### src/hdl/uvs_pkg.sv
// Shared package for the UV sphere cell vertex generator.
// Types, register codes, polynomial constants and corner tables.
// No dependencies.
package uvs_pkg;

   // default parameter values
   localparam int MAX_SEGMENTS_DEF = 1024;
   localparam int ANGLE_BITS_DEF   = 16;

   // fixed field widths
   localparam int CELL_W     = 10;
   localparam int SEG_W      = 11;
   localparam int RAD_W      = 16;
   localparam int CSR_IDX_W  = 2;
   localparam int CSR_DATA_W = 16;
   localparam int DIVR_W     = SEG_W + 1;
   localparam int MAG_W      = 15;
   localparam int PMAG_W     = 23;
   localparam int NORM_W     = 16;
   localparam int POS_W      = 24;
   localparam int TEX_W      = 16;
   localparam int MUL_W      = 31;

   // register indexes
   localparam logic [CSR_IDX_W-1:0] CSR_RADIUS = 2'd0;
   localparam logic [CSR_IDX_W-1:0] CSR_LAT    = 2'd1;
   localparam logic [CSR_IDX_W-1:0] CSR_LONG   = 2'd2;

   // register reset values
   localparam logic [RAD_W-1:0] RADIUS_RST = 16'd256;
   localparam logic [SEG_W-1:0] LAT_RST    = 11'd32;
   localparam logic [SEG_W-1:0] LONG_RST   = 11'd16;

   // sin(pi/2 * t) Taylor coefficients, Q30
   localparam logic [MUL_W-1:0] SC1 = 31'd1686629713;
   localparam logic [MUL_W-1:0] SC3 = 31'd693598668;
   localparam logic [MUL_W-1:0] SC5 = 31'd85569306;
   localparam logic [MUL_W-1:0] SC7 = 31'd5026995;
   localparam logic [MUL_W-1:0] SC9 = 31'd172272;

   // corners 0:(0,0) 1:(1,0) 2:(1,1) 3:(0,1), bit c holds the offset
   localparam logic [3:0] CORNER_DI = 4'b0110;
   localparam logic [3:0] CORNER_DJ = 4'b1100;

   // one classified cell as it sits in the queue
   typedef struct packed {
      logic [CELL_W-1:0] around;
      logic [CELL_W-1:0] band;
      logic              bad;
      logic [SEG_W-1:0]  lat;
      logic [SEG_W-1:0]  lon;
      logic [RAD_W-1:0]  radius;
   } cell_type;

   // queue status seen by both sides
   typedef struct packed {
      logic full;
      logic empty;
   } q_status_type;

   // signed value as sign and magnitude
   typedef struct packed {
      logic             neg;
      logic [MAG_W-1:0] mag;
   } sval_type;

   typedef enum logic [2:0] {
      BK_IDLE,
      BK_DIV_START,
      BK_DIV_WAIT,
      BK_SIN,
      BK_CORN,
      BK_EMIT
   } back_state_type;

   // vertex number to corner
   function automatic logic [1:0] vtx_corner(input logic [2:0] k);
      logic [1:0] c;
      unique case (k)
         3'd0:    c = 2'd0;
         3'd1:    c = 2'd1;
         3'd2:    c = 2'd2;
         3'd3:    c = 2'd0;
         3'd4:    c = 2'd2;
         3'd5:    c = 2'd3;
         default: c = 2'd0;
      endcase
      return c;
   endfunction

   // quadrant folding of sin or cos from the two quarter-wave values
   function automatic sval_type trig_sel(input logic [1:0] quad,
                                         input logic [MAG_W-1:0] st,
                                         input logic [MAG_W-1:0] ct,
                                         input logic want_cos);
      sval_type v;
      logic     swap;
      logic     neg;
      swap = want_cos ? ~quad[0] : quad[0];
      neg  = want_cos ? (quad[1] ^ quad[0]) : quad[1];
      v.mag = swap ? ct : st;
      v.neg = neg & (v.mag != '0);
      return v;
   endfunction

endpackage

### src/hdl/uvs_queue.sv
// Two-entry queue of classified cells between front and back end.
// Depends on uvs_pkg.
module uvs_queue import uvs_pkg::*; (
   input  logic         clock,
   input  logic         reset,
   input  logic         push,
   input  cell_type     push_entry,
   input  logic         pop,
   output cell_type     pop_entry,
   output q_status_type status
);

   cell_type   mem_ff [2];
   logic       wr_ff, wr_in;
   logic       rd_ff, rd_in;
   logic [1:0] cnt_ff, cnt_in;

   assign status.full  = (cnt_ff == 2'd2);
   assign status.empty = (cnt_ff == 2'd0);
   assign pop_entry    = mem_ff[rd_ff];

   // pointers and fill count
   always_comb begin
      wr_in  = push ? ~wr_ff : wr_ff;
      rd_in  = pop ? ~rd_ff : rd_ff;
      cnt_in = cnt_ff + 2'(push) - 2'(pop);
   end

   always_ff @(posedge clock) begin
      if (reset) begin
         wr_ff  <= 1'b0;
         rd_ff  <= 1'b0;
         cnt_ff <= 2'd0;
      end else begin
         wr_ff  <= wr_in;
         rd_ff  <= rd_in;
         cnt_ff <= cnt_in;
      end
   end

   // entry storage
   always_ff @(posedge clock) begin
      if (push) begin
         mem_ff[wr_ff] <= push_entry;
      end
   end

endmodule

### config.mk
export PLATFORM = sky130hd
export DESIGN_NAME = uvs_queue
export DESIGN_NICKNAME = d
export VERILOG_FILES = /design/src/hdl/uvs_pkg.sv /design/src/hdl/uvs_queue.sv
export SDC_FILE = /design/constraint.sdc
export NUM_CORES = 1
export LEC_CHECK = 0
export BUFFER_PORTS_ARGS = -buffer_cell sky130_fd_sc_hd__buf_2
export CAP_MARGIN = 20
export CORE_ASPECT_RATIO = 1.4
export CORE_MARGIN = 5
export CORE_UTILIZATION = 52
export CTS_CLUSTER_DIAMETER = 200
export CTS_CLUSTER_SIZE = 28
export DETAILED_ROUTE_END_ITERATION = 10
export HOLD_SLACK_MARGIN = 0.03
export PLACE_DENSITY_LB_ADDON = 0.1
export SETUP_SLACK_MARGIN = 0.2
export SLEW_MARGIN = 20
export SYNTH_ARGS = -nofsm -noshare
export SYNTH_HDL_FRONTEND = slang
export SYNTH_SLANG_ARGS = --single-unit
### constraint.sdc
create_clock -name clock -period 4.7 [get_ports clock]
set_input_delay 0.47 -clock clock [delete_from_list [all_inputs] [get_ports clock]]
set_output_delay 0.47 -clock clock [all_outputs]
set_load 0.05 [all_outputs]
# --- Word-level counts from Yosys, hierarchy flattened ---
# Memory sizes are Yosys's and may differ from the RTL's. A register that Yosys moved wholly into a read port is not among the register bits.
# Index checks and enable logic that the tools add are counted.
# W data, S select, Z words.
op_classes:
  reduce_logical: 1
  n_eq_ne: 1
  bitwise_logic: 2
  mux: 4
  add_sub_neg: 2
op_table:
  columns: ["op", "n"]
  rows:
  - ["$mux W1", 4]
  - ["$add A2 B1 Y2", 1]
  - ["$eq A2 B2 Y1 const B", 1]
  - ["$logic_not A2 Y1", 1]
  - ["$not A1 Y1", 2]
  - ["$sub A2 B1 Y2", 1]
word_totals:
  inputBits: 63
  ram_bits: 118
  register_bits: 4
  n_memories: 1
  word_cells: 14
memory_table:
  columns: ["memory", "depth", "width", "rd", "rd_ports_with_merged_regs", "write_ports", "line_no", "source"]
  rows:
  - ["mem_ff", 2, 59, 1, 1, 1, "uvs_queue.sv:13", "cell_type mem_ff [2];"]

# --- Depth between registers and ports, before layout ---
depth:
  depth_word: 3
  depth_mapped: 6
  mapped_depth_nobuf: 6

# --- Worst setup path after synthesis ---
# No wires, ideal clock.
synth_path:
  kind: "input to register"
  startpoint: "input push"
  endpoint: "memory mem_ff[0][0] (netlist bit), enable pin"
  slack_ns: 1.146
  required_ns: 4.217
  setup_time_ns: 0.483
  arrival_ns: 3.071
  n_path_buf: 0
  cell_stages: 1
  path_cell_list: "nor2b_1"
synth_between:
  elab_chain_len: 2
synth_lines:
  columns: ["element", "line_no", "source"]
  rows:
  - ["start, declared", "uvs_queue.sv:6", "input logic push,"]
  - ["$mux W1", "uvs_queue.sv:43", "if (push) begin"]
  - ["$mux W1 (implied by the code)", "uvs_queue.sv:44", "mem_ff[wr_ff] <= push_entry;"]
  - ["end, declared", "uvs_queue.sv:13", null]
# No other way between the ends.

==> metrics <==
post-route minimum period between 2 and 3 ns; Slew HR 0.487; Final Worst Setup Slack ~2.1 ns; Peak VDD IR around 0.48 mV; CP Capture Type primary output; placed cell count 430; Cell Area, Synth 0.00452 sq mm; first drt pass iteration count 4; Non-Filler Instances 462; core box area about 0.0086 sq mm; asr flop ratio synth 0; root buffer cell clkbuf_16; pre-CTS setup slack 2.50 ns; initial antenna violation count 0; fillers between 500 and 600; final core occ 0.689; full die area approximately 0.011 sq mm; Final Wtd Congestion 0.676; P per Cell Area approximately 530 mW/mm^2; setup TNS 0 ns; hold crit path type in -> reg; # diodes 0; hold buffers post-CTS 0; cell count after synthesis ~210; Post-CTS Setup Bufs 0; Synth area leaders edfxtp_1 (78%), mux2_2 (12%), mux2_4 (3.3%); Clock Pin Slew Worst Setup and Hold Paths ~0.050 ns; Die H 120 microns; register area share after synthesis 0.806; fin. max-slew vios 0; layout cell share with drive strength beyond 1 0.619; final hold violation count 0; nets just over 400; Synth top area share 0.784; Post-CTS Resized 0; row count 40; Starting Density 0.528; Synth Net Count 270; post-detail-place hpwl between 5 and 6 mm; critical path class reg -> out; vias in the first global route 2546; I/O Buffers between 100 and 150; max cap viols 0; Avg WL per Cell 17.2 microns; count leader, synth edfxtp_1; LEAKAGE ~2.3 nW; DRT Wirelength 7.96 mm; Final Power between 3 and 4 mW; drt via density between 4 and 5; Avg Synthesized Cell Area 22.0 sq um; max frequency 0.387 GHz; startpoint types flip-flop; Yosys top cell by area edfxtp_1; gr ovfl total 0; die width 88.8 microns; grt peak-use layer met2; H-tree levels 4; P&R area growth vs syn 30.5%; Num CTS Buffers 17; Worst Hold Depth 1; worst-skew pair later-pin latency 0.40 ns; register bit count reported by yosys 123; ys flop type edfxtp_1; DRC 0; vias after detailed routing 2286; Crit Path Max Fanout 46; Synth cell types 14; synthesis warning total 0; Reg2Reg Depth 2; largest net degree at the start of global routing 47; status finished clean; met1 Use GR 0.175; CP arrival around 2.1 ns; Clock Path Buffers 2; Commonest cells post-synth edfxtp_1 (118), mux2_2 (49), mux2_4 (10); clk sinks 123; GRT Util Overall 0.165; antenna viol nets, final 0; Starting DRT DRC Count 81; met3 usage 0.0920; crit share post-route 0.549; WP data required roughly 4.2 ns; Tightest Pin Transition between 0.7 and 0.8 ns; final-report setup violation count 0; CTS tree yes; Setup Skew ~0.0057 ns; unrepaired setup endpoints after global routing false; I/O pin cnt ~120; Post-synth EDFFs between 100 and 150; met2 Resource Use GR 0.272; first-pass GRT wire length roughly 13 mm
==> worst max-delay path: stages, from the launching register on <==
cell     delay (ns)
dfxtp_4        0.77
buf_4          0.35
mux2_2         0.36
buf_2          0.21
==> cell families after synthesis <==
group / synth area share
multiplexers: 0.155
adder cells (fa/ha/maj): 0.00554
flip-flops: 0.806
buffers and inverters: 0.0144
XOR/XNOR: 0.00886
AND/OR/NAND/NOR: 0.00969
==> area by class of cell <==
cell class / instances / area, sq um / share of cell area
sequential: 123 / 3650 / 0.619
timing repair buffer: 127 / 666 / 0.113
clock buffer: 19 / 453 / 0.0768
tap: 105 / 131 / 0.0223
multi-input combinational: 73 / 820 / 0.139
clock inverter: 13 / 173 / 0.0293
inverter: 2 / 7.51 / 0.00127
==> final timing paths <==
path / from / end / slack [ns]
worst max-delay path: flip-flop / pop_entry[38] / 2.12
worst min-delay path: push_entry[34] / mem_ff[0][34]$_DFFE_PP_ / 0.25
worst max register to register: wr_ff$_SDFFE_PP0P_ / mem_ff[1][56]$_DFFE_PP_ / 2.80
worst min register to register: rd_ff$_SDFFE_PP0P_ / flip-flop / 0.56
==> metrics by stage <==
stage	hold slack (ns)	instance area [sq um]
after global routing	0.223	5900
after global placement	0.499	5240
final	0.250	5900
after floorplan	0.480	4520
after detailed placement	0.542	5270
after CTS	0.229	5900
==> power by group <==
group / total (mW) / switching [mW] / internal, mW
logic: 0.453 / 0.313 / 0.140
registers: 1.32 / 0.0339 / 1.28
clock network: 1.34 / 0.429 / 0.907
==> per-layer routing <==
| metal | vias to the layer above | part of all wire |
|---|---|---|
| met2 | 94 | 0.54 |
| met4 | 0 | 0.013 |
| met1 | 1100 | 0.35 |
| li1 | 1081 | - |
| met5 | - | 0 |
| met3 | 11 | 0.095 |
==> sequential cells by signal (all words and copies together), names as in the netlist, named ones only <==
signal / count
mem_ff: 118
cnt_ff: 2
rd_ff: 1
wr_ff: 1
==> cell usage in the layout (no fill, tap or decap) <==
master	n
and2_2	1
buf_16	1
buf_2	123
buf_4	3
bufinv_16	4
clkbuf_16	17
clkbuf_8	2
clkinv_2	6
clkinvlp_4	3
dfxtp_1	4
dfxtp_4	1
edfxtp_1	118
ha_1	2
inv_1	2
mux2_2	49
mux2_4	10
nor2_1	5
nor2b_1	2
nor2b_4	1
xnor2_1	2
xnor3_1	1
No activity file was read; power rests on OpenSTA's default activity.
