--- src/hdl/uvs_pkg.sv ---
// Shared package for the UV sphere cell vertex generator.
// Types, register codes, polynomial constants and corner tables.
// No dependencies.
package uvs_pkg;

   // default parameter values
   localparam int MAX_SEGMENTS_DEF = 1024;
   localparam int ANGLE_BITS_DEF   = 16;

   // fixed field widths
   localparam int CELL_W     = 10;
   localparam int SEG_W      = 11;
   localparam int RAD_W      = 16;
   localparam int CSR_IDX_W  = 2;
   localparam int CSR_DATA_W = 16;
   localparam int DIVR_W     = SEG_W + 1;
   localparam int MAG_W      = 15;
   localparam int PMAG_W     = 23;
   localparam int NORM_W     = 16;
   localparam int POS_W      = 24;
   localparam int TEX_W      = 16;
   localparam int MUL_W      = 31;

   // register indexes
   localparam logic [CSR_IDX_W-1:0] CSR_RADIUS = 2'd0;
   localparam logic [CSR_IDX_W-1:0] CSR_LAT    = 2'd1;
   localparam logic [CSR_IDX_W-1:0] CSR_LONG   = 2'd2;

   // register reset values
   localparam logic [RAD_W-1:0] RADIUS_RST = 16'd256;
   localparam logic [SEG_W-1:0] LAT_RST    = 11'd32;
   localparam logic [SEG_W-1:0] LONG_RST   = 11'd16;

   // sin(pi/2 * t) Taylor coefficients, Q30
   localparam logic [MUL_W-1:0] SC1 = 31'd1686629713;
   localparam logic [MUL_W-1:0] SC3 = 31'd693598668;
   localparam logic [MUL_W-1:0] SC5 = 31'd85569306;
   localparam logic [MUL_W-1:0] SC7 = 31'd5026995;
   localparam logic [MUL_W-1:0] SC9 = 31'd172272;

   // corners 0:(0,0) 1:(1,0) 2:(1,1) 3:(0,1), bit c holds the offset
   localparam logic [3:0] CORNER_DI = 4'b0110;
   localparam logic [3:0] CORNER_DJ = 4'b1100;

   // one classified cell as it sits in the queue
   typedef struct packed {
      logic [CELL_W-1:0] around;
      logic [CELL_W-1:0] band;
      logic              bad;
      logic [SEG_W-1:0]  lat;
      logic [SEG_W-1:0]  lon;
      logic [RAD_W-1:0]  radius;
   } cell_type;

   // queue status seen by both sides
   typedef struct packed {
      logic full;
      logic empty;
   } q_status_type;

   // signed value as sign and magnitude
   typedef struct packed {
      logic             neg;
      logic [MAG_W-1:0] mag;
   } sval_type;

   typedef enum logic [2:0] {
      BK_IDLE,
      BK_DIV_START,
      BK_DIV_WAIT,
      BK_SIN,
      BK_CORN,
      BK_EMIT
   } back_state_type;

   // vertex number to corner
   function automatic logic [1:0] vtx_corner(input logic [2:0] k);
      logic [1:0] c;
      unique case (k)
         3'd0:    c = 2'd0;
         3'd1:    c = 2'd1;
         3'd2:    c = 2'd2;
         3'd3:    c = 2'd0;
         3'd4:    c = 2'd2;
         3'd5:    c = 2'd3;
         default: c = 2'd0;
      endcase
      return c;
   endfunction

   // quadrant folding of sin or cos from the two quarter-wave values
   function automatic sval_type trig_sel(input logic [1:0] quad,
                                         input logic [MAG_W-1:0] st,
                                         input logic [MAG_W-1:0] ct,
                                         input logic want_cos);
      sval_type v;
      logic     swap;
      logic     neg;
      swap = want_cos ? ~quad[0] : quad[0];
      neg  = want_cos ? (quad[1] ^ quad[0]) : quad[1];
      v.mag = swap ? ct : st;
      v.neg = neg & (v.mag != '0);
      return v;
   endfunction

endpackage

--- src/hdl/uvs_front.sv ---
// Front end: configuration registers, cell intake and range check.
// Depends on uvs_pkg; feeds uvs_queue.
module uvs_front import uvs_pkg::*; #(
   parameter int MAX_SEGMENTS = MAX_SEGMENTS_DEF
) (
   input  logic                  clock,
   input  logic                  reset,
   input  logic                  start,
   output logic                  busy,
   input  logic [CELL_W-1:0]     req_cell_around,
   input  logic [CELL_W-1:0]     req_cell_band,
   input  logic                  csr_valid,
   output logic                  csr_ready,
   input  logic [CSR_IDX_W-1:0]  csr_index,
   input  logic [CSR_DATA_W-1:0] csr_data,
   input  q_status_type          q_status,
   output logic                  push,
   output cell_type              push_entry
);

   logic [RAD_W-1:0] radius_ff, radius_in;
   logic [SEG_W-1:0] lat_ff, lat_in;
   logic [SEG_W-1:0] lon_ff, lon_in;
   logic [SEG_W-1:0] lat_eff;
   logic [SEG_W-1:0] lon_eff;

   // zero acts as one, above the maximum acts as the maximum
   function automatic logic [SEG_W-1:0] seg_eff(input logic [SEG_W-1:0] v);
      logic [SEG_W-1:0] r;
      if (v == '0) begin
         r = SEG_W'(1);
      end else if (32'(v) > MAX_SEGMENTS) begin
         r = SEG_W'(MAX_SEGMENTS);
      end else begin
         r = v;
      end
      return r;
   endfunction

   // configuration writes
   assign csr_ready = 1'b1;

   always_comb begin
      radius_in = radius_ff;
      lat_in    = lat_ff;
      lon_in    = lon_ff;
      if (csr_valid) begin
         unique case (csr_index)
            CSR_RADIUS: radius_in = csr_data[RAD_W-1:0];
            CSR_LAT:    lat_in    = csr_data[SEG_W-1:0];
            CSR_LONG:   lon_in    = csr_data[SEG_W-1:0];
            default:    ;
         endcase
      end
   end

   always_ff @(posedge clock) begin
      if (reset) begin
         radius_ff <= RADIUS_RST;
         lat_ff    <= LAT_RST;
         lon_ff    <= LONG_RST;
      end else begin
         radius_ff <= radius_in;
         lat_ff    <= lat_in;
         lon_ff    <= lon_in;
      end
   end

   // intake and classification
   assign lat_eff = seg_eff(lat_ff);
   assign lon_eff = seg_eff(lon_ff);
   assign busy    = q_status.full;
   assign push    = start & ~q_status.full;

   always_comb begin
      push_entry.around = req_cell_around;
      push_entry.band   = req_cell_band;
      push_entry.bad    = ({1'b0, req_cell_around} >= lat_eff) |
                          ({1'b0, req_cell_band} >= lon_eff);
      push_entry.lat    = lat_eff;
      push_entry.lon    = lon_eff;
      push_entry.radius = radius_ff;
   end

endmodule

--- config.mk ---
export PLATFORM = sky130hd
export DESIGN_NAME = uvs_front
export DESIGN_NICKNAME = d
export VERILOG_FILES = /design/src/hdl/uvs_pkg.sv /design/src/hdl/uvs_front.sv
export SDC_FILE = /design/constraint.sdc
export NUM_CORES = 1
export LEC_CHECK = 0
export ABC_AREA = 0
export BUFFER_PORTS_ARGS = -buffer_cell sky130_fd_sc_hd__buf_4
export CELL_PAD_IN_SITES_DETAIL_PLACEMENT = 1
export CELL_PAD_IN_SITES_GLOBAL_PLACEMENT = 2
export CORE_ASPECT_RATIO = 0.5
export CORE_MARGIN = 4
export CORE_UTILIZATION = 25
export CTS_CLUSTER_DIAMETER = 200
export DETAILED_ROUTE_END_ITERATION = 10
export GPL_TIMING_DRIVEN = 0
export MAX_ROUTING_LAYER = met4
export PLACE_DENSITY = 0.92
export SYNTH_ARGS = -nofsm -noshare
export SYNTH_HDL_FRONTEND = slang
export SYNTH_SLANG_ARGS = --single-unit
--- constraint.sdc ---
create_clock -name clock -period 2.78 [get_ports clock]
set_clock_uncertainty 0.2 [all_clocks]
set_input_delay 0.556 -clock clock [delete_from_list [all_inputs] [get_ports clock]]
set_output_delay 0.556 -clock clock [all_outputs]
set_load 0.03 [all_outputs]
After elaboration in Yosys (flattened, before gate mapping) --
Index checks and enable logic that the tools add are counted.
Word-level totals: logic and storage cells 22, bits in registers 38, output and inout port bits 62
Operators by class: reduce and logical (&&, ||, !) cells 6, equality and inequality tests 2, bitwise gates (word level) 3, muxes and demuxes 4, magnitude comparators 4
Operators by type and width (count):
- 2-to-1 mux 11 bit | 4
- >= comparator 10 x 11 -> 1 bit | 2
- greater-than comparator 11 bit (second input constant) | 2
- logical NOT 11 bit | 2
- AND reduction 2 bit | 3
- == test 2 x 1 -> 1 bit (second input constant) | 1
- == test 2 bit (second input constant) | 1
- logical NOT 2 bit | 1
- bitwise AND 1 bit | 1
- inverter 1 bit | 1
- OR 1 bit | 1

Logic depth before layout (Yosys ltp) --
depth after elaboration 5, gate-level depth with buffers 9, depth with buffers taken out 9

Least setup slack after synthesis --
OpenSTA, ideal clock, no wires.
kind register to output, from register lon_ff[4], to output port push_entry[38] (netlist bit), arrival 2.309 ns, cell stages (with the launch flop) 10, data required time 2.024 ns, slack -0.285 ns, path buffers 0, cells stage by stage dfxtp_1 nor4_1 nand3_1 a21oi_1 ha_1 nor2b_1 o21a_1 o211ai_1 a21o_1 o2111ai_1
RTL lines:
- start: declaration | RTL line uvs_front.sv:23 | logic [SEG_W-1:0] lon_ff, lon_in;
- start signal: assignment | RTL line uvs_front.sv:65 | lon_ff <= lon_in;
- end: declaration | RTL line uvs_front.sv:18 | output cell_type push_entry

==> results.py <==
metrics = {
    "drt": {
        "drt.antenna.violating_nets": 0,
        "remaining_drc_errors": 0,
        "wire_per_inst_um": 14.3,
        "via_per_inst": 4.33,
        "drt_first_iter_violations": 52,
        "dr.pass1.iters": 4,
        "wl_um": 7410,
        "vias": 2252,
    },
    "cells_and_area": {
        "syn_to_final_growth_pct": 61.9,
        "diodes": 0,
        "drive_above_1_share_pct": 46.4,
        "multi_input_area_um2": 1310,
        "nNetsFinal": 467,
        "final_area_um2": 3630,
        "fillCellCount": 1056,
        "seq_area_um2": 768,
    },
    "sta": {
        "worst_slack_ps": -436,
        "rsz0062_at_grt": "true",
        "final-setup-viol-count": 2,
        "worst_pin_slew_ps": 510,
        "finalSetupTns_ps": -760,
        "slew_viol_final": 0,
        "fin_crit_sh_pct": 116,
        "period_minus_slack_ps": 3220,
        "max_freq_mhz": 311,
        "slew_headroom_pct": 66.0,
        "finalHoldViolCount": 0,
    },
    "worst_setup_path": {
        "crit_chain": "nor4_2 > nand3_1 > o21ai_4 > nand2_2 > ha_4 > a21o_1 > a221oi_2 > a21o_1 > o2111ai_4 > buf_6",
        "worst-path-buf-inv": 1,
        "crit_top_cell": "a21o_1",
        "crit_fanout": 4,
        "crit_family": "compound AO/OA/AOI/OAI gates",
        "arrival_ps": 2460,
        "startpoint_type": "flip-flop",
        "max_stage_delay_ps": 350,
        "worstSetupPathType": "flip-flop to output pin",
        "worstSetupEndpointType": "output pin",
        "crit_slowest_cell": "dfxtp_4",
        "required_ps": 2020,
    },
    "synth": {
        "yosysSeqAreaShare_pct": 33.9,
        "syn_nets": 340,
        "synth_top_area_share_pct": 33.9,
        "synth_top_area_cell": "dfxtp_1",
        "ys.flop_type": "dfxtp_1",
        "synthesis.instances": 276,
        "synth_warnings": 0,
        "ys_types": 35,
        "synth_seq_cells": 38,
        "synthArstFlopShare_pct": 0,
        "synth_area_per_cell_um2": 8.13,
        "synth.area.top_cells": "dfxtp_1 (34%), ha_1 (11%), mux2i_1 (8.5%)",
        "synth-edff-count": 0,
        "syn_area_um2": 2240,
    },
    "pwr": {
        "leakage_nw": 1.85,
        "ir_drop_mv": 0.321,
        "power_density_nw_per_um2": 425,
    },
    "global_route": {
        "grt_max_degree": 12,
        "grt_pass1_wl_um": 11600,
        "track_usage_pct": 14.3,
        "grt_pass1_vias": 2295,
        "overflow": 0,
        "antenna_found_initial": 0,
    },
    "die": {
        "dieWidth_um": 142,
        "io_pins": 106,
        "fp.dieH_um": 75.0,
        "design.die.area_um2": 10600,
        "core_area_um2": 8710,
        "rows": 24,
        "start_util_pct": 25.8,
    },
    "job": {
        "max-cap-violations": 0,
    },
    "cts": {
        "cts_tree": "built",
        "path_clk_slew_ps": 60,
        "insertion_delay_ps": 280,
        "cts_made_buffers": 5,
        "ctsLongestPathBuffers": 2,
        "cts.htree.levels": 2,
        "cts_hold_buf": 0,
        "clock-root-buffer": "clkbuf_16",
        "cts_sinks": 38,
    },
    "status": {
        "violations": "negative setup slack",
        "status": "finished, violations left",
    },
    "placement": {
        "place.gp.congestion": 0.786,
        "dpl-instance-area_um2": 3180,
        "hpwl_um": 5880,
        "io_buffers": 102,
    },
    "hold_path": {
        "hold_path.class": "flip-flop to flip-flop",
    },
}
-- layer usage --
layer | vias to the layer above | global-route usage (%) | part of all wire, %
met4 | 0 | 3.40 | 1.0
met1 | 1055 | 17.5 | 45
met3 | 6 | 2.79 | 4.2
met2 | 46 | 24.9 | 50
met5 | - | - | 0
li1 | 1145 | - | -
-- timing repair --
item                                    CTS  global route
pin swaps                                11            12
gates resized for setup                  29             8
buffers inserted                         16             2
endpoints found under the setup margin    1             2
cloned                                    0             0
-- worst reg2reg max path, cell delays in order (launching register included) --
cell     delay (ps)
dfxtp_1         310
buf_2           180
mux2i_1         150
nor2_1           50
-- synth_stat cells, types with 2 or more instances --
master	number
nor2_1	28
clkbuf_1	5
nand3_1	5
nand4b_1	2
nand3b_1	4
buf_4	24
mux2i_1	19
a21oi_1	24
buf_6	3
a21o_1	2
a211o_1	2
nor4_1	2
nor2b_1	2
buf_2	2
nand2b_1	10
nand4_1	2
inv_1	24
ha_1	20
nor3_1	4
nand2_1	39
o21ai_2	2
dfxtp_1	38
-- per-stage QoR --
stage | hold slack (ps) | std cells | total power [mW] | setup WS, ps | utilization (%)
floorplan | 259 | 276 | 0.814 | -3.77 | -
finish | 258 | 520 | 1.54 | -436 | 41.7
CTS | 258 | 518 | 1.55 | -482 | 41.1
detailed placement | 250 | 495 | 0.972 | -393 | 36.5
global placement | 243 | 495 | 0.964 | -325 | 36.5
global route | 280 | 520 | 1.63 | -580 | 41.7
-- report_power, final --
group | internal (mW) | leakage, nW | switching (mW)
Clock | 0.323 | 0.0694 | 0.208
Sequential | 0.564 | 0.311 | 0.0158
Combinational | 0.206 | 1.47 | 0.226
-- area by class of cell --
type	instances	share of cell area, %
timing repair buffer	120	25.8
sequential	38	21.2
buffer	35	6.79
multi-input combinational	179	36.0
inverter	24	2.48
tap	117	4.03
clock inverter	2	0.276
clock buffer	5	3.45
-- sequential cells by signal, summed over array words and instances, names as in the netlist --
signal,count
lat_ff,11
lon_ff,11
radius_ff,16
-- cell families after synthesis --
kind of cell    share of synthesized area, %
other cells                            0.167
flops                                   33.9
buf+inv                                 15.0
simple gates                            21.3
compound gates                          9.98
mux                                     8.48
fa+ha+maj                               11.2
-- final timing paths --
| kind | from | endpoint | slack, ps | depth (start not counted) |
|---|---|---|---|---|
| hold / removal | radius_ff[15] | radius_ff[15] | 260 | 2 |
| setup reg to reg | lat_ff[10] | lat_ff[10] | 1770 | 3 |
| setup / recovery | lon_ff[5] | push_entry[38] | -440 | 10 |
| hold reg to reg | radius_ff[15] | radius_ff[15] | 260 | 2 |
-- cell usage in the layout (no fill, tap or decap), types with 4 or more instances in the layout --
master and count:
a21oi_1 21, buf_4 134, buf_6 13, clkbuf_1 5, clkbuf_16 5, dfxtp_1 34, ha_1 15, ha_4 5
inv_1 23, mux2i_1 19, nand2_1 35, nand2_2 5, nand2b_1 10, nand3_1 5, nand3b_1 4, nor2_1 28
Note: power is estimated with default switching activity, not from simulation.
