===== config.mk =====
export PLATFORM = sky130hd
export DESIGN_NAME = uvs_back
export DESIGN_NICKNAME = d
export VERILOG_FILES = /design/src/hdl/uvs_pkg.sv /design/src/hdl/uvs_div.sv /design/src/hdl/uvs_back.sv
export SDC_FILE = /design/constraint.sdc
export NUM_CORES = 2
export LEC_CHECK = 0
export ABC_AREA = 1
export BUFFER_PORTS_ARGS = -buffer_cell sky130_fd_sc_hd__buf_2
export CAP_MARGIN = 20
export CORE_AREA = 2 2 472 520
export CTS_BUF_LIST = sky130_fd_sc_hd__clkbuf_2 sky130_fd_sc_hd__clkbuf_4 sky130_fd_sc_hd__clkbuf_8
export DETAILED_ROUTE_END_ITERATION = 8
export DIE_AREA = 0 0 474 522
export SKIP_LAST_GASP = 1
export SLEW_MARGIN = 15
export SYNTH_ARGS = -nofsm -noshare
export SYNTH_HDL_FRONTEND = slang
export SYNTH_SLANG_ARGS = --single-unit
export TNS_END_PERCENT = 10

===== constraint.sdc =====
create_clock -name clock -period 34.9 [get_ports clock]
set_input_delay 6.98 -clock clock [delete_from_list [all_inputs] [get_ports clock]]
set_output_delay 6.98 -clock clock [all_outputs]
set_load 0.02 [all_outputs]

===== src/hdl/uvs_pkg.sv =====
// Shared package for the UV sphere cell vertex generator.
// Types, register codes, polynomial constants and corner tables.
// No dependencies.
package uvs_pkg;

   // default parameter values
   localparam int MAX_SEGMENTS_DEF = 1024;
   localparam int ANGLE_BITS_DEF   = 16;

   // fixed field widths
   localparam int CELL_W     = 10;
   localparam int SEG_W      = 11;
   localparam int RAD_W      = 16;
   localparam int CSR_IDX_W  = 2;
   localparam int CSR_DATA_W = 16;
   localparam int DIVR_W     = SEG_W + 1;
   localparam int MAG_W      = 15;
   localparam int PMAG_W     = 23;
   localparam int NORM_W     = 16;
   localparam int POS_W      = 24;
   localparam int TEX_W      = 16;
   localparam int MUL_W      = 31;

   // register indexes
   localparam logic [CSR_IDX_W-1:0] CSR_RADIUS = 2'd0;
   localparam logic [CSR_IDX_W-1:0] CSR_LAT    = 2'd1;
   localparam logic [CSR_IDX_W-1:0] CSR_LONG   = 2'd2;

   // register reset values
   localparam logic [RAD_W-1:0] RADIUS_RST = 16'd256;
   localparam logic [SEG_W-1:0] LAT_RST    = 11'd32;
   localparam logic [SEG_W-1:0] LONG_RST   = 11'd16;

   // sin(pi/2 * t) Taylor coefficients, Q30
   localparam logic [MUL_W-1:0] SC1 = 31'd1686629713;
   localparam logic [MUL_W-1:0] SC3 = 31'd693598668;
   localparam logic [MUL_W-1:0] SC5 = 31'd85569306;
   localparam logic [MUL_W-1:0] SC7 = 31'd5026995;
   localparam logic [MUL_W-1:0] SC9 = 31'd172272;

   // corners 0:(0,0) 1:(1,0) 2:(1,1) 3:(0,1), bit c holds the offset
   localparam logic [3:0] CORNER_DI = 4'b0110;
   localparam logic [3:0] CORNER_DJ = 4'b1100;

   // one classified cell as it sits in the queue
   typedef struct packed {
      logic [CELL_W-1:0] around;
      logic [CELL_W-1:0] band;
      logic              bad;
      logic [SEG_W-1:0]  lat;
      logic [SEG_W-1:0]  lon;
      logic [RAD_W-1:0]  radius;
   } cell_type;

   // queue status seen by both sides
   typedef struct packed {
      logic full;
      logic empty;
   } q_status_type;

   // signed value as sign and magnitude
   typedef struct packed {
      logic             neg;
      logic [MAG_W-1:0] mag;
   } sval_type;

   typedef enum logic [2:0] {
      BK_IDLE,
      BK_DIV_START,
      BK_DIV_WAIT,
      BK_SIN,
      BK_CORN,
      BK_EMIT
   } back_state_type;

   // vertex number to corner
   function automatic logic [1:0] vtx_corner(input logic [2:0] k);
      logic [1:0] c;
      unique case (k)
         3'd0:    c = 2'd0;
         3'd1:    c = 2'd1;
         3'd2:    c = 2'd2;
         3'd3:    c = 2'd0;
         3'd4:    c = 2'd2;
         3'd5:    c = 2'd3;
         default: c = 2'd0;
      endcase
      return c;
   endfunction

   // quadrant folding of sin or cos from the two quarter-wave values
   function automatic sval_type trig_sel(input logic [1:0] quad,
                                         input logic [MAG_W-1:0] st,
                                         input logic [MAG_W-1:0] ct,
                                         input logic want_cos);
      sval_type v;
      logic     swap;
      logic     neg;
      swap = want_cos ? ~quad[0] : quad[0];
      neg  = want_cos ? (quad[1] ^ quad[0]) : quad[1];
      v.mag = swap ? ct : st;
      v.neg = neg & (v.mag != '0);
      return v;
   endfunction

endpackage


===== src/hdl/uvs_div.sv =====
// Restoring divider, one quotient bit per cycle.
// Depends on uvs_pkg; used by uvs_back.
module uvs_div import uvs_pkg::*; #(
   parameter int DW = 27
) (
   input  logic              clock,
   input  logic              reset,
   input  logic              start,
   input  logic [DW-1:0]     dividend,
   input  logic [DIVR_W-1:0] divisor,
   output logic              done,
   output logic [DW-1:0]     quotient
);

   localparam int CW = $clog2(DW + 1);

   logic              run_ff, run_in;
   logic              done_ff, done_in;
   logic [CW-1:0]     cnt_ff, cnt_in;
   logic [DW-1:0]     dq_ff, dq_in;
   logic [DIVR_W-1:0] rem_ff, rem_in;
   logic [DIVR_W-1:0] dvs_ff, dvs_in;
   logic [DIVR_W:0]   rem_sh;
   logic [DIVR_W:0]   diff;
   logic              ge;

   assign done     = done_ff;
   assign quotient = dq_ff;

   // one shift and trial subtract per cycle
   always_comb begin
      rem_sh  = {rem_ff, dq_ff[DW-1]};
      diff    = rem_sh - {1'b0, dvs_ff};
      ge      = (rem_sh >= {1'b0, dvs_ff});
      run_in  = run_ff;
      done_in = 1'b0;
      cnt_in  = cnt_ff;
      dq_in   = dq_ff;
      rem_in  = rem_ff;
      dvs_in  = dvs_ff;
      if (start) begin
         run_in = 1'b1;
         cnt_in = CW'(DW);
         dq_in  = dividend;
         rem_in = '0;
         dvs_in = divisor;
      end else if (run_ff) begin
         dq_in  = {dq_ff[DW-2:0], ge};
         rem_in = ge ? diff[DIVR_W-1:0] : rem_sh[DIVR_W-1:0];
         cnt_in = cnt_ff - CW'(1);
         if (cnt_ff == CW'(1)) begin
            run_in  = 1'b0;
            done_in = 1'b1;
         end
      end
   end

   always_ff @(posedge clock) begin
      if (reset) begin
         run_ff  <= 1'b0;
         done_ff <= 1'b0;
         cnt_ff  <= '0;
      end else begin
         run_ff  <= run_in;
         done_ff <= done_in;
         cnt_ff  <= cnt_in;
      end
   end

   always_ff @(posedge clock) begin
      dq_ff  <= dq_in;
      rem_ff <= rem_in;
      dvs_ff <= dvs_in;
   end

endmodule


===== src/hdl/uvs_back.sv =====
// Back end: sequencer over a shared divider and multiplier that works out
// angles, texture coordinates, sines, normals and positions of one cell, plus the vertex emitter.
// Depends on uvs_pkg and uvs_div.
module uvs_back import uvs_pkg::*; #(
   parameter int ANGLE_BITS = ANGLE_BITS_DEF
) (
   input  logic                      clock,
   input  logic                      reset,
   input  q_status_type              q_status,
   input  cell_type                  pop_entry,
   output logic                      pop,
   output logic                      rsp_valid,
   output logic signed [POS_W-1:0]   rsp_pos_x,
   output logic signed [POS_W-1:0]   rsp_pos_y,
   output logic signed [POS_W-1:0]   rsp_pos_z,
   output logic signed [NORM_W-1:0]  rsp_norm_x,
   output logic signed [NORM_W-1:0]  rsp_norm_y,
   output logic signed [NORM_W-1:0]  rsp_norm_z,
   output logic [TEX_W-1:0]          rsp_tex_u,
   output logic [TEX_W-1:0]          rsp_tex_v,
   output logic                      rsp_last_of_cell,
   output logic                      rsp_bad_cell
);

   localparam int AB = ANGLE_BITS;
   localparam int DW = ((AB > 15) ? AB : 15) + 12;
   localparam logic [AB-1:0] QUARTER = AB'(1) << (AB - 2);

   // sequencer
   back_state_type    state_ff, state_in;
   cell_type          cur_ff, cur_in;
   logic [2:0]        job_ff, job_in;
   logic [2:0]        sj_ff, sj_in;
   logic [2:0]        step_ff, step_in;
   logic [1:0]        corn_ff, corn_in;
   logic [2:0]        op_ff, op_in;

   // per-cell results
   logic [AB-1:0]     ang_phi_ff [2], ang_phi_in [2];
   logic [AB-1:0]     ang_th_ff [2], ang_th_in [2];
   logic [TEX_W-1:0]  tu_ff [2], tu_in [2];
   logic [TEX_W-1:0]  tv_ff [2], tv_in [2];
   logic [MAG_W-1:0]  st_phi_ff [2], st_phi_in [2];
   logic [MAG_W-1:0]  ct_phi_ff [2], ct_phi_in [2];
   logic [MAG_W-1:0]  st_th_ff [2], st_th_in [2];
   logic [MAG_W-1:0]  ct_th_ff [2], ct_th_in [2];
   logic [MUL_W-1:0]  x_ff, x_in;
   logic [MUL_W-1:0]  x2_ff, x2_in;
   logic [MUL_W-1:0]  p_ff, p_in;
   logic [MAG_W-1:0]  nmag_ff [4][3], nmag_in [4][3];
   logic              nneg_ff [4][3], nneg_in [4][3];
   logic [PMAG_W-1:0] pmag_ff [4][3], pmag_in [4][3];

   // emitter
   logic              em_active_ff, em_active_in;
   logic [2:0]        em_k_ff, em_k_in;
   logic              em_bad_ff, em_bad_in;

   // result registers
   logic              rsp_valid_ff, rsp_valid_in;
   logic [POS_W-1:0]  pos_ff [3], pos_in [3];
   logic [NORM_W-1:0] norm_ff [3], norm_in [3];
   logic [TEX_W-1:0]  tex_u_ff, tex_u_in;
   logic [TEX_W-1:0]  tex_v_ff, tex_v_in;
   logic              last_ff, last_in;
   logic              bad_ff, bad_in;

   // datapath temporaries
   logic              div_start;
   logic              div_done;
   logic [DW-1:0]     div_dividend;
   logic [DIVR_W-1:0] div_divisor;
   logic [DW-1:0]     div_q;
   logic [SEG_W-1:0]  i_idx;
   logic [SEG_W-1:0]  j_idx;
   logic [MUL_W-1:0]  mul_a;
   logic [MUL_W-1:0]  mul_b;
   logic [2*MUL_W-1:0] prod;
   logic [AB-1:0]     sin_ang;
   logic [MUL_W-1:0]  t_q30;
   logic [MUL_W-1:0]  x_sel;
   logic [MUL_W-1:0]  sub_c;
   logic [31:0]       s32;
   logic [16:0]       s_rnd;
   logic [MAG_W-1:0]  s_sat;
   logic [MAG_W-1:0]  mq_r;
   logic [PMAG_W-1:0] ps_r;
   logic              cdi;
   logic              cdj;
   sval_type          sphi;
   sval_type          cphi;
   sval_type          sth;
   sval_type          cth;
   logic [1:0]        ec;
   logic              edi;
   logic              edj;

   uvs_div #(
      .DW(DW)
   ) u_div (
      .clock    (clock),
      .reset    (reset),
      .start    (div_start),
      .dividend (div_dividend),
      .divisor  (div_divisor),
      .done     (div_done),
      .quotient (div_q)
   );

   // divider operands for the current job
   always_comb begin
      i_idx = {1'b0, cur_ff.around} + SEG_W'(job_ff[0]);
      j_idx = {1'b0, cur_ff.band} + SEG_W'(job_ff[0]);
      case (job_ff[2:1])
         2'd0: begin
            div_dividend = (DW'(i_idx) << AB) + DW'(cur_ff.lat >> 1);
            div_divisor  = {1'b0, cur_ff.lat};
         end
         2'd1: begin
            div_dividend = (DW'(j_idx) << AB) + DW'(cur_ff.lon);
            div_divisor  = {cur_ff.lon, 1'b0};
         end
         2'd2: begin
            div_dividend = (DW'(i_idx) << 15) + DW'(cur_ff.lat >> 1);
            div_divisor  = {1'b0, cur_ff.lat};
         end
         default: begin
            div_dividend = (DW'(j_idx) << 15) + DW'(cur_ff.lon >> 1);
            div_divisor  = {1'b0, cur_ff.lon};
         end
      endcase
   end

   // quarter-wave argument and corner trig values
   always_comb begin
      sin_ang = sj_ff[2] ? ang_th_ff[sj_ff[1]] : ang_phi_ff[sj_ff[1]];
      t_q30   = MUL_W'(sin_ang[AB-3:0]) << (32 - AB);
      x_sel   = sj_ff[0] ? ((MUL_W'(1) << 30) - t_q30) : t_q30;
      cdi     = CORNER_DI[corn_ff];
      cdj     = CORNER_DJ[corn_ff];
      sphi    = trig_sel(ang_phi_ff[cdi][AB-1:AB-2], st_phi_ff[cdi], ct_phi_ff[cdi], 1'b0);
      cphi    = trig_sel(ang_phi_ff[cdi][AB-1:AB-2], st_phi_ff[cdi], ct_phi_ff[cdi], 1'b1);
      sth     = trig_sel(ang_th_ff[cdj][AB-1:AB-2], st_th_ff[cdj], ct_th_ff[cdj], 1'b0);
      cth     = trig_sel(ang_th_ff[cdj][AB-1:AB-2], st_th_ff[cdj], ct_th_ff[cdj], 1'b1);
   end

   // shared multiplier operand select
   always_comb begin
      mul_a = x_sel;
      mul_b = x_sel;
      sub_c = SC7;
      if (state_ff == BK_SIN) begin
         case (step_ff)
            3'd0: begin
               mul_a = x_sel;
               mul_b = x_sel;
            end
            3'd1: begin
               mul_a = SC9;
               mul_b = x2_ff;
            end
            3'd5: begin
               mul_a = p_ff;
               mul_b = x_ff;
            end
            default: begin
               mul_a = p_ff;
               mul_b = x2_ff;
            end
         endcase
         case (step_ff)
            3'd2:    sub_c = SC5;
            3'd3:    sub_c = SC3;
            3'd4:    sub_c = SC1;
            default: sub_c = SC7;
         endcase
      end else begin
         case (op_ff)
            3'd0: begin
               mul_a = MUL_W'(sphi.mag);
               mul_b = MUL_W'(cth.mag);
            end
            3'd1: begin
               mul_a = MUL_W'(cphi.mag);
               mul_b = MUL_W'(cth.mag);
            end
            3'd2: begin
               mul_a = MUL_W'(cur_ff.radius);
               mul_b = MUL_W'(nmag_ff[corn_ff][0]);
            end
            3'd3: begin
               mul_a = MUL_W'(cur_ff.radius);
               mul_b = MUL_W'(sth.mag);
            end
            default: begin
               mul_a = MUL_W'(cur_ff.radius);
               mul_b = MUL_W'(nmag_ff[corn_ff][2]);
            end
         endcase
      end
      prod  = (2*MUL_W)'(mul_a) * (2*MUL_W)'(mul_b);
      s32   = 32'(prod >> 30);
      s_rnd = 17'((33'(s32) + 33'd16384) >> 15);
      s_sat = (s_rnd > 17'd32767) ? 15'h7FFF : s_rnd[MAG_W-1:0];
      mq_r  = MAG_W'((prod + 62'd16384) >> 15);
      ps_r  = PMAG_W'((prod + 62'd128) >> 8);
   end

   // sequencer next state and datapath updates
   always_comb begin
      state_in  = state_ff;
      cur_in    = cur_ff;
      job_in    = job_ff;
      sj_in     = sj_ff;
      step_in   = step_ff;
      corn_in   = corn_ff;
      op_in     = op_ff;
      ang_phi_in = ang_phi_ff;
      ang_th_in  = ang_th_ff;
      tu_in      = tu_ff;
      tv_in      = tv_ff;
      st_phi_in  = st_phi_ff;
      ct_phi_in  = ct_phi_ff;
      st_th_in   = st_th_ff;
      ct_th_in   = ct_th_ff;
      x_in       = x_ff;
      x2_in      = x2_ff;
      p_in       = p_ff;
      nmag_in    = nmag_ff;
      nneg_in    = nneg_ff;
      pmag_in    = pmag_ff;
      pop        = 1'b0;
      div_start  = 1'b0;
      em_bad_in  = em_bad_ff;

      // emitter walks six vertices
      em_active_in = em_active_ff;
      em_k_in      = em_k_ff;
      if (em_active_ff) begin
         em_k_in = em_k_ff + 3'd1;
         if (em_k_ff == 3'd5) begin
            em_active_in = 1'b0;
         end
      end

      unique case (state_ff)
         BK_IDLE: begin
            if (!q_status.empty) begin
               pop    = 1'b1;
               cur_in = pop_entry;
               job_in = 3'd0;
               state_in = pop_entry.bad ? BK_EMIT : BK_DIV_START;
            end
         end
         BK_DIV_START: begin
            div_start = 1'b1;
            state_in  = BK_DIV_WAIT;
         end
         BK_DIV_WAIT: begin
            if (div_done) begin
               case (job_ff[2:1])
                  2'd0:    ang_phi_in[job_ff[0]] = div_q[AB-1:0];
                  2'd1:    ang_th_in[job_ff[0]] = div_q[AB-1:0] - QUARTER;
                  2'd2:    tu_in[job_ff[0]] = div_q[TEX_W-1:0];
                  default: tv_in[job_ff[0]] = 16'h8000 - div_q[TEX_W-1:0];
               endcase
               job_in = job_ff + 3'd1;
               if (job_ff == 3'd7) begin
                  sj_in    = 3'd0;
                  step_in  = 3'd0;
                  state_in = BK_SIN;
               end else begin
                  state_in = BK_DIV_START;
               end
            end
         end
         BK_SIN: begin
            step_in = step_ff + 3'd1;
            case (step_ff)
               3'd0: begin
                  x_in  = x_sel;
                  x2_in = MUL_W'((prod + 62'd536870912) >> 30);
               end
               3'd5: begin
                  step_in = 3'd0;
                  sj_in   = sj_ff + 3'd1;
                  case ({sj_ff[2], sj_ff[0]})
                     2'b00:   st_phi_in[sj_ff[1]] = s_sat;
                     2'b01:   ct_phi_in[sj_ff[1]] = s_sat;
                     2'b10:   st_th_in[sj_ff[1]] = s_sat;
                     default: ct_th_in[sj_ff[1]] = s_sat;
                  endcase
                  if (sj_ff == 3'd7) begin
                     corn_in  = 2'd0;
                     op_in    = 3'd0;
                     state_in = BK_CORN;
                  end
               end
               default: begin
                  p_in = MUL_W'(32'(sub_c) - s32);
               end
            endcase
         end
         BK_CORN: begin
            op_in = op_ff + 3'd1;
            case (op_ff)
               3'd0: begin
                  nmag_in[corn_ff][0] = mq_r;
                  nneg_in[corn_ff][0] = (sphi.neg ^ cth.neg) & (mq_r != '0);
               end
               3'd1: begin
                  nmag_in[corn_ff][2] = mq_r;
                  nneg_in[corn_ff][2] = (cphi.neg ^ cth.neg) & (mq_r != '0);
               end
               3'd2: begin
                  pmag_in[corn_ff][0] = ps_r;
               end
               3'd3: begin
                  nmag_in[corn_ff][1] = sth.mag;
                  nneg_in[corn_ff][1] = sth.neg;
                  pmag_in[corn_ff][1] = ps_r;
               end
               default: begin
                  pmag_in[corn_ff][2] = ps_r;
                  op_in   = 3'd0;
                  corn_in = corn_ff + 2'd1;
                  if (corn_ff == 2'd3) begin
                     state_in = BK_EMIT;
                  end
               end
            endcase
         end
         BK_EMIT: begin
            if (!em_active_ff) begin
               em_active_in = 1'b1;
               em_k_in      = 3'd0;
               em_bad_in    = cur_ff.bad;
               state_in     = BK_IDLE;
            end
         end
         default: begin
            state_in = BK_IDLE;
         end
      endcase
   end

   // vertex fields for the emitted corner
   always_comb begin
      ec           = vtx_corner(em_k_ff);
      edi          = CORNER_DI[ec];
      edj          = CORNER_DJ[ec];
      rsp_valid_in = em_active_ff;
      last_in      = em_active_ff & (em_k_ff == 3'd5);
      bad_in       = em_active_ff & em_bad_ff;
      tex_u_in     = em_bad_ff ? '0 : tu_ff[edi];
      tex_v_in     = em_bad_ff ? '0 : tv_ff[edj];
      for (int c = 0; c < 3; c++) begin
         if (em_bad_ff) begin
            pos_in[c]  = '0;
            norm_in[c] = '0;
         end else if (nneg_ff[ec][c]) begin
            pos_in[c]  = -POS_W'(pmag_ff[ec][c]);
            norm_in[c] = -NORM_W'(nmag_ff[ec][c]);
         end else begin
            pos_in[c]  = POS_W'(pmag_ff[ec][c]);
            norm_in[c] = NORM_W'(nmag_ff[ec][c]);
         end
      end
   end

   // control registers
   always_ff @(posedge clock) begin
      if (reset) begin
         state_ff     <= BK_IDLE;
         job_ff       <= 3'd0;
         sj_ff        <= 3'd0;
         step_ff      <= 3'd0;
         corn_ff      <= 2'd0;
         op_ff        <= 3'd0;
         em_active_ff <= 1'b0;
         em_k_ff      <= 3'd0;
         rsp_valid_ff <= 1'b0;
      end else begin
         state_ff     <= state_in;
         job_ff       <= job_in;
         sj_ff        <= sj_in;
         step_ff      <= step_in;
         corn_ff      <= corn_in;
         op_ff        <= op_in;
         em_active_ff <= em_active_in;
         em_k_ff      <= em_k_in;
         rsp_valid_ff <= rsp_valid_in;
      end
   end

   // payload registers
   always_ff @(posedge clock) begin
      cur_ff    <= cur_in;
      ang_phi_ff <= ang_phi_in;
      ang_th_ff  <= ang_th_in;
      tu_ff      <= tu_in;
      tv_ff      <= tv_in;
      st_phi_ff  <= st_phi_in;
      ct_phi_ff  <= ct_phi_in;
      st_th_ff   <= st_th_in;
      ct_th_ff   <= ct_th_in;
      x_ff       <= x_in;
      x2_ff      <= x2_in;
      p_ff       <= p_in;
      nmag_ff    <= nmag_in;
      nneg_ff    <= nneg_in;
      pmag_ff    <= pmag_in;
      em_bad_ff  <= em_bad_in;
      pos_ff     <= pos_in;
      norm_ff    <= norm_in;
      tex_u_ff   <= tex_u_in;
      tex_v_ff   <= tex_v_in;
      last_ff    <= last_in;
      bad_ff     <= bad_in;
   end

   assign rsp_valid        = rsp_valid_ff;
   assign rsp_pos_x        = pos_ff[0];
   assign rsp_pos_y        = pos_ff[1];
   assign rsp_pos_z        = pos_ff[2];
   assign rsp_norm_x       = norm_ff[0];
   assign rsp_norm_y       = norm_ff[1];
   assign rsp_norm_z       = norm_ff[2];
   assign rsp_tex_u        = tex_u_ff;
   assign rsp_tex_v        = tex_v_ff;
   assign rsp_last_of_cell = last_ff;
   assign rsp_bad_cell     = bad_ff;

endmodule


## After elaboration in Yosys (flattened, before gate mapping)

Index checks and enable logic that the tools add are counted.
W data, S select, Z words.

- Bitwise logic cells: 30
- Multiply operators: 1
- $add $sub $neg: 28
- Mux-type cells: 162
- Reduce and logical (&&, ||, !) cells: 50
- Divide/modulo/power cells: 0
- Equal/unequal tests: 33
- Magnitude comparators: 15
- Shift operators: 0

Operators with widths:

| kind | number |
|---|---|
| $bwmux W276 | 3 |
| $pmux W276 S3 | 1 |
| $bwmux W180 | 3 |
| $pmux W180 S3 | 1 |
| $demux W69 S2 | 3 |
| $mux W15 | 22 |
| $demux W45 S2 | 3 |
| $mux W45 | 5 |
| $mux W16 | 13 |
| $mux W69 | 3 |
| $bmux W45 S2 | 2 |
| $bmux W69 S2 | 1 |
| $bwmux W32 | 4 |
| $mux W31 | 4 |
| $pmux W31 S2 | 2 |
| $bwmux W30 | 4 |
| $mux W14 | 7 |
| $pmux W31 S3 | 1 |
| $mux W23 | 4 |
| $pmux W28 S3 | 1 |
| $reduce_bool A15 Y1 | 5 |
| $neg A23 Y24 | 3 |
| $mux W3 | 23 |
| $mul A31 B31 Y62 | 1 |
| 70 further kinds | 200 |

- ROM bits: 0
- Word-level logic and storage cells: 413
- Output and inout bits: 156
- Memory bits (writable): 0
- Flip-flop bits (word level): 1104
- Latch bits: 0
- Memories: 0
- Bits of input ports: 63

## Depth between registers and ports, before layout

- Word-level depth: 15
- Mapped depth: 64
- Depth with buffers taken out: 60

## Cells and area by module

A second synthesis with hierarchy kept.

- Cells, all modules: 10248
- Area, all modules: 87655.3 um^2

By module, submodules not included:

| module | cells an instance | area each (um^2) | sequential area each (um^2) | times used |
|---|---|---|---|---|
| uvs_back | 9836 | 84387.2 | 29137.9 | 1 |
| uvs_div | 412 | 3268.1 | 1581.5 | 1 |

## Least setup slack after synthesis

Ideal clock, no wire load.

- Kind: input-to-output
- Start point: in q_status[0] (netlist name)
- End point: out pop
- Buffers on the path: 0
- Path slack: 18235 ps
- Data required time: 27920 ps
- Arrival time: 9685 ps
- Stages on the path: 1
- Cell sequence: nor2_1

- Cells in the longest elaborated chain, start to end: 2

Ends and longest elaborated chain:

| what | RTL line | source |
|---|---|---|
| from (decl) | uvs_back.sv:9 | `input q_status_type q_status,` |
| $mux W1 | uvs_back.sv:248 | `if (!q_status.empty) begin` |
| $mux W1 | uvs_back.sv:246 | `unique case (state_ff)` |
| to (decl) | uvs_back.sv:11 | `output logic pop,` |

Every way passes these cells.

## Final worst setup path

- Start point: reg sj_ff[2]
- End point: reg p_ff[24] (data pin)

- Cells in the longest elaborated chain, start to end: 7
- Elaborated cells between the ends (all ways): 9
- Those cells by class: 2 x add/sub; 1 x mul; 6 x mux

Ends and longest elaborated chain:

| what | RTL line | source |
|---|---|---|
| from (decl) | uvs_back.sv:33 | `logic [2:0] sj_ff, sj_in;` |
| from (signal assigned) | uvs_back.sv:386 | `sj_ff <= sj_in;` |
| $mux W14 * | uvs_back.sv:136 | `sin_ang = sj_ff[2] ? ang_th_ff[sj_ff[1]] : ang_phi_ff[sj_ff[1]];` |
| $sub A31 B30 Y31 | uvs_back.sv:138 | `x_sel = sj_ff[0] ? ((MUL_W'(1) << 30) - t_q30) : t_q30;` |
| $mux W31 * | uvs_back.sv:138 |  |
| via x_sel[28] | uvs_back.sv:81 | `logic [MUL_W-1:0] x_sel;` |
| $pmux W31 S2 | uvs_back.sv:153 | `case (step_ff)` |
| $mux W31 | uvs_back.sv:152 | `if (state_ff == BK_SIN) begin` |
| $mul A31 B31 Y62 * | uvs_back.sv:201 | `prod = (2*MUL_W)'(mul_a) * (2*MUL_W)'(mul_b);` |
| $sub A31 B31 Y31 * | uvs_back.sv:300 | `p_in = MUL_W'(32'(sub_c) - s32);` |
| to (signal assigned) | uvs_back.sv:409 | `p_ff <= p_in;` |
| to (decl) | uvs_back.sv:49 | `logic [MUL_W-1:0] p_ff, p_in;` |

Mark *: on every way through the listed nets, which the timed path passes. The rest lies on a longest branch.
A chain may end at the register's enable or synchronous reset.

==> out/qor.yml <==
synth-compound-area-share_pct: 13.0
ys_warn_count: 0
cpPeakStageDelay_ps: 770
postSynthAreaPerCell_um2: 8.64
setup_ws_ps: 20270
critPathMaxFanout: 26
vias_per_cell: 5.31
numCtsBuffers: 171
clock_latency_ps: 910
cp_common_cell: "nand2_1"
slowest_stage: "inv_1"
tightestPinTransition_ps: 1200
stdcell_count: 13507
cts_resized: 0
syn_to_final_growth_pct: 9.59
synth.area.mux_share_pct: 0.304
syn-num-nets: 11269
multi_input_area_mm2: 0.0479
vias: 71763
hpwl_um: 217000
place.gp.congestion: 0.981
path_delay_family: "adder cells"
core_area_mm2: 0.243
fmax_mhz: 68.3
period_needed_ps: 14630
hold_path_class: "reg2reg"
slew_viol_final: 0
fillers: 24457
synth_area_leaders: "edfxtp_1 31%, fa_1 19%, nand2_1 9.1%, inv_1 7.4%, o21ai_0 5.8%"
htree_levels: 4
antenna_found_initial: 9
drc: 0
grt_setup_unrepaired: "no"
slew_headroom_pct: 19.6
status: "finished clean"
nets: 11331
yosys.area_share.xor_xnor_pct: 1.78
async_flop_share_pct: 0
fp-row-count: 190
die_h_um: 522
regArea_mm2: 0.0307
wl_per_cell_um: 21.5
clockBufferDepth: 3
crit_type: "reg2reg"
synth_cell_types: 74
hold_violations: 0
grt_pass1_wl_um: 437000
critPathRequiredTime_ps: 35540
cp-end-kind: "register"
firstDrtPassIters: 6
io_buffers: 217
ys_ff_latch: 1088
drive_gt1_share_pct: 8.47
initial_core_util_pct: 35.8
synth_top_area_share_pct: 30.9
ioPinCount: 219
clk_pin_slew_ps: 60
place_ws_ps: 20360
synth_top_family_by_area: "adder cells"
grtUsageTotal_pct: 23.1
synth_fa_ha_area_share_pct: 24.0
cp-start-kind: "register"
skew_ps: 47.9
synth_edf_count: 893
yosysSeqAreaShare_pct: 35.4
final_antenna_net_count: 0
grt_overflow: 0
path_buf_inv: 9
yosys_most_used_dff: "edfxtp_1"
maxCapViolations: 0
die_area_mm2: 0.247
die_w_um: 474
layout_worst_path_cycle_share_pct: 41.9
arrival_ps: 15270
cts_setup_buffers: 0
setup_tns_ps: 0
drtIter0Drc: 7254
grt_max_degree: 170
yosys-top-cells-count: "2107 x nand2_1, 1713 x inv_1, 1008 x o21ai_0"
grt_pass1_vias: 71595
netlist_area_mm2: 0.0868
synth_area_leader_cell: "edfxtp_1"
final-setup-viol-count: 0
dp.cells: 13193
drt-total-wl_um: 291000
synth_most_common_cell: "nand2_1"
netlist_instances: 10041
cts_tree: "done"
cts-root-buf: "clkbuf_8"
hold_buffers: 0
yosys.area_share.simple_pct: 15.8
clkSinkCount: 1088
==> state kept, by name, summed over array words and instances, names as in the netlist, 15 cells and up <==
signal          flops
pmag_ff           276
nmag_ff           180
cur_ff             59
ang_phi_ff         32
ang_th_ff          32
tu_ff              32
tv_ff              32
p_ff               31
x2_ff              31
ct_phi_ff          30
ct_th_ff           30
st_phi_ff          30
st_th_ff           30
u_div.quotient     28
rsp_pos_x          24
rsp_pos_y          24
rsp_pos_z          24
rsp_norm_x         16
rsp_norm_y         16
rsp_norm_z         16
rsp_tex_u          16
rsp_tex_v          16
x_ff               15
==> worst paths after layout <==
kind,startpoint,end,slack (ps),cells past startpoint
worst max register to register,sj_ff[2],p_ff[24],20270,51
worst min register to register,cur_ff[38],em_bad_ff,420,0
worst min-delay path,cur_ff[38],em_bad_ff,420,0
worst max-delay path,sj_ff[2],p_ff[24],20270,51
==> logic make-up (layout without fill, tap and decap cells) <==
logic type / after synthesis / count (layout)
flops: 1088 / 1088
xor+xnor: 164 / 164
simple gates: 3355 / 3355
buf+inv: 2229 / 2429
fa+ha+maj: 1165 / 1165
compound gates: 2014 / 2014
other cells: 0 / 2
mux: 26 / 26
==> cell usage in the layout (no fill, tap or decap), types with 13 or more instances in the layout <==
cell type	count
clkinv_2	19
nand4_1	44
inv_1	1712
edfxtp_1	893
a21oi_1	368
fa_1	838
inv_2	31
o211ai_1	145
clkbuf_8	197
clkinv_1	33
and3_1	31
o221ai_1	23
o21a_1	15
xor2_1	120
a211oi_1	15
o22ai_1	258
nand2_1	2107
nand3_1	165
a31oi_1	28
o21ai_2	15
mux2i_1	23
nand2_2	38
nor4_1	13
buf_2	217
nor2_1	727
clkbuf_4	63
buf_4	135
ha_1	321
nor3_1	112
nor2_2	19
o21ai_0	1005
or2_2	23
nand3_2	19
o21ai_1	59
dfxtp_1	193
xnor2_1	32
==> per-layer routing <==
layer,share of wire (%),vias up,global-route usage [%]
li1,-,32672,-
met1,41,35505,30.4
met2,47,2993,37.8
met3,6.5,591,2.72
met4,5.3,2,11.5
met5,0.0041,-,0
==> cell type report <==
type	count	area share, %
Timing Repair Buffer	355	2.27
Inverter	1763	6.96
Clock inverter	51	0.439
Multi-Input combinational cell	6724	50.4
Sequential cell	1088	32.3
Clock buffer	260	3.35
Tap cell	3264	4.29
Antenna cell	2	0.00526
==> metrics by stage <==
| step | util (%) | area, um2 | hold slack [ps] |
|---|---|---|---|
| detailed placement | 37.7 | 91500 | 405 |
| CTS | 39.2 | 95100 | 420 |
| floorplan | - | 86800 | 400 |
| global placement | 37.7 | 91500 | 402 |
| finish | 39.2 | 95100 | 419 |
| global route | 39.2 | 95100 | 424 |
Power is not shown: default switching activity piles up to over one toggle a cycle in this logic, so the estimate is an artifact.
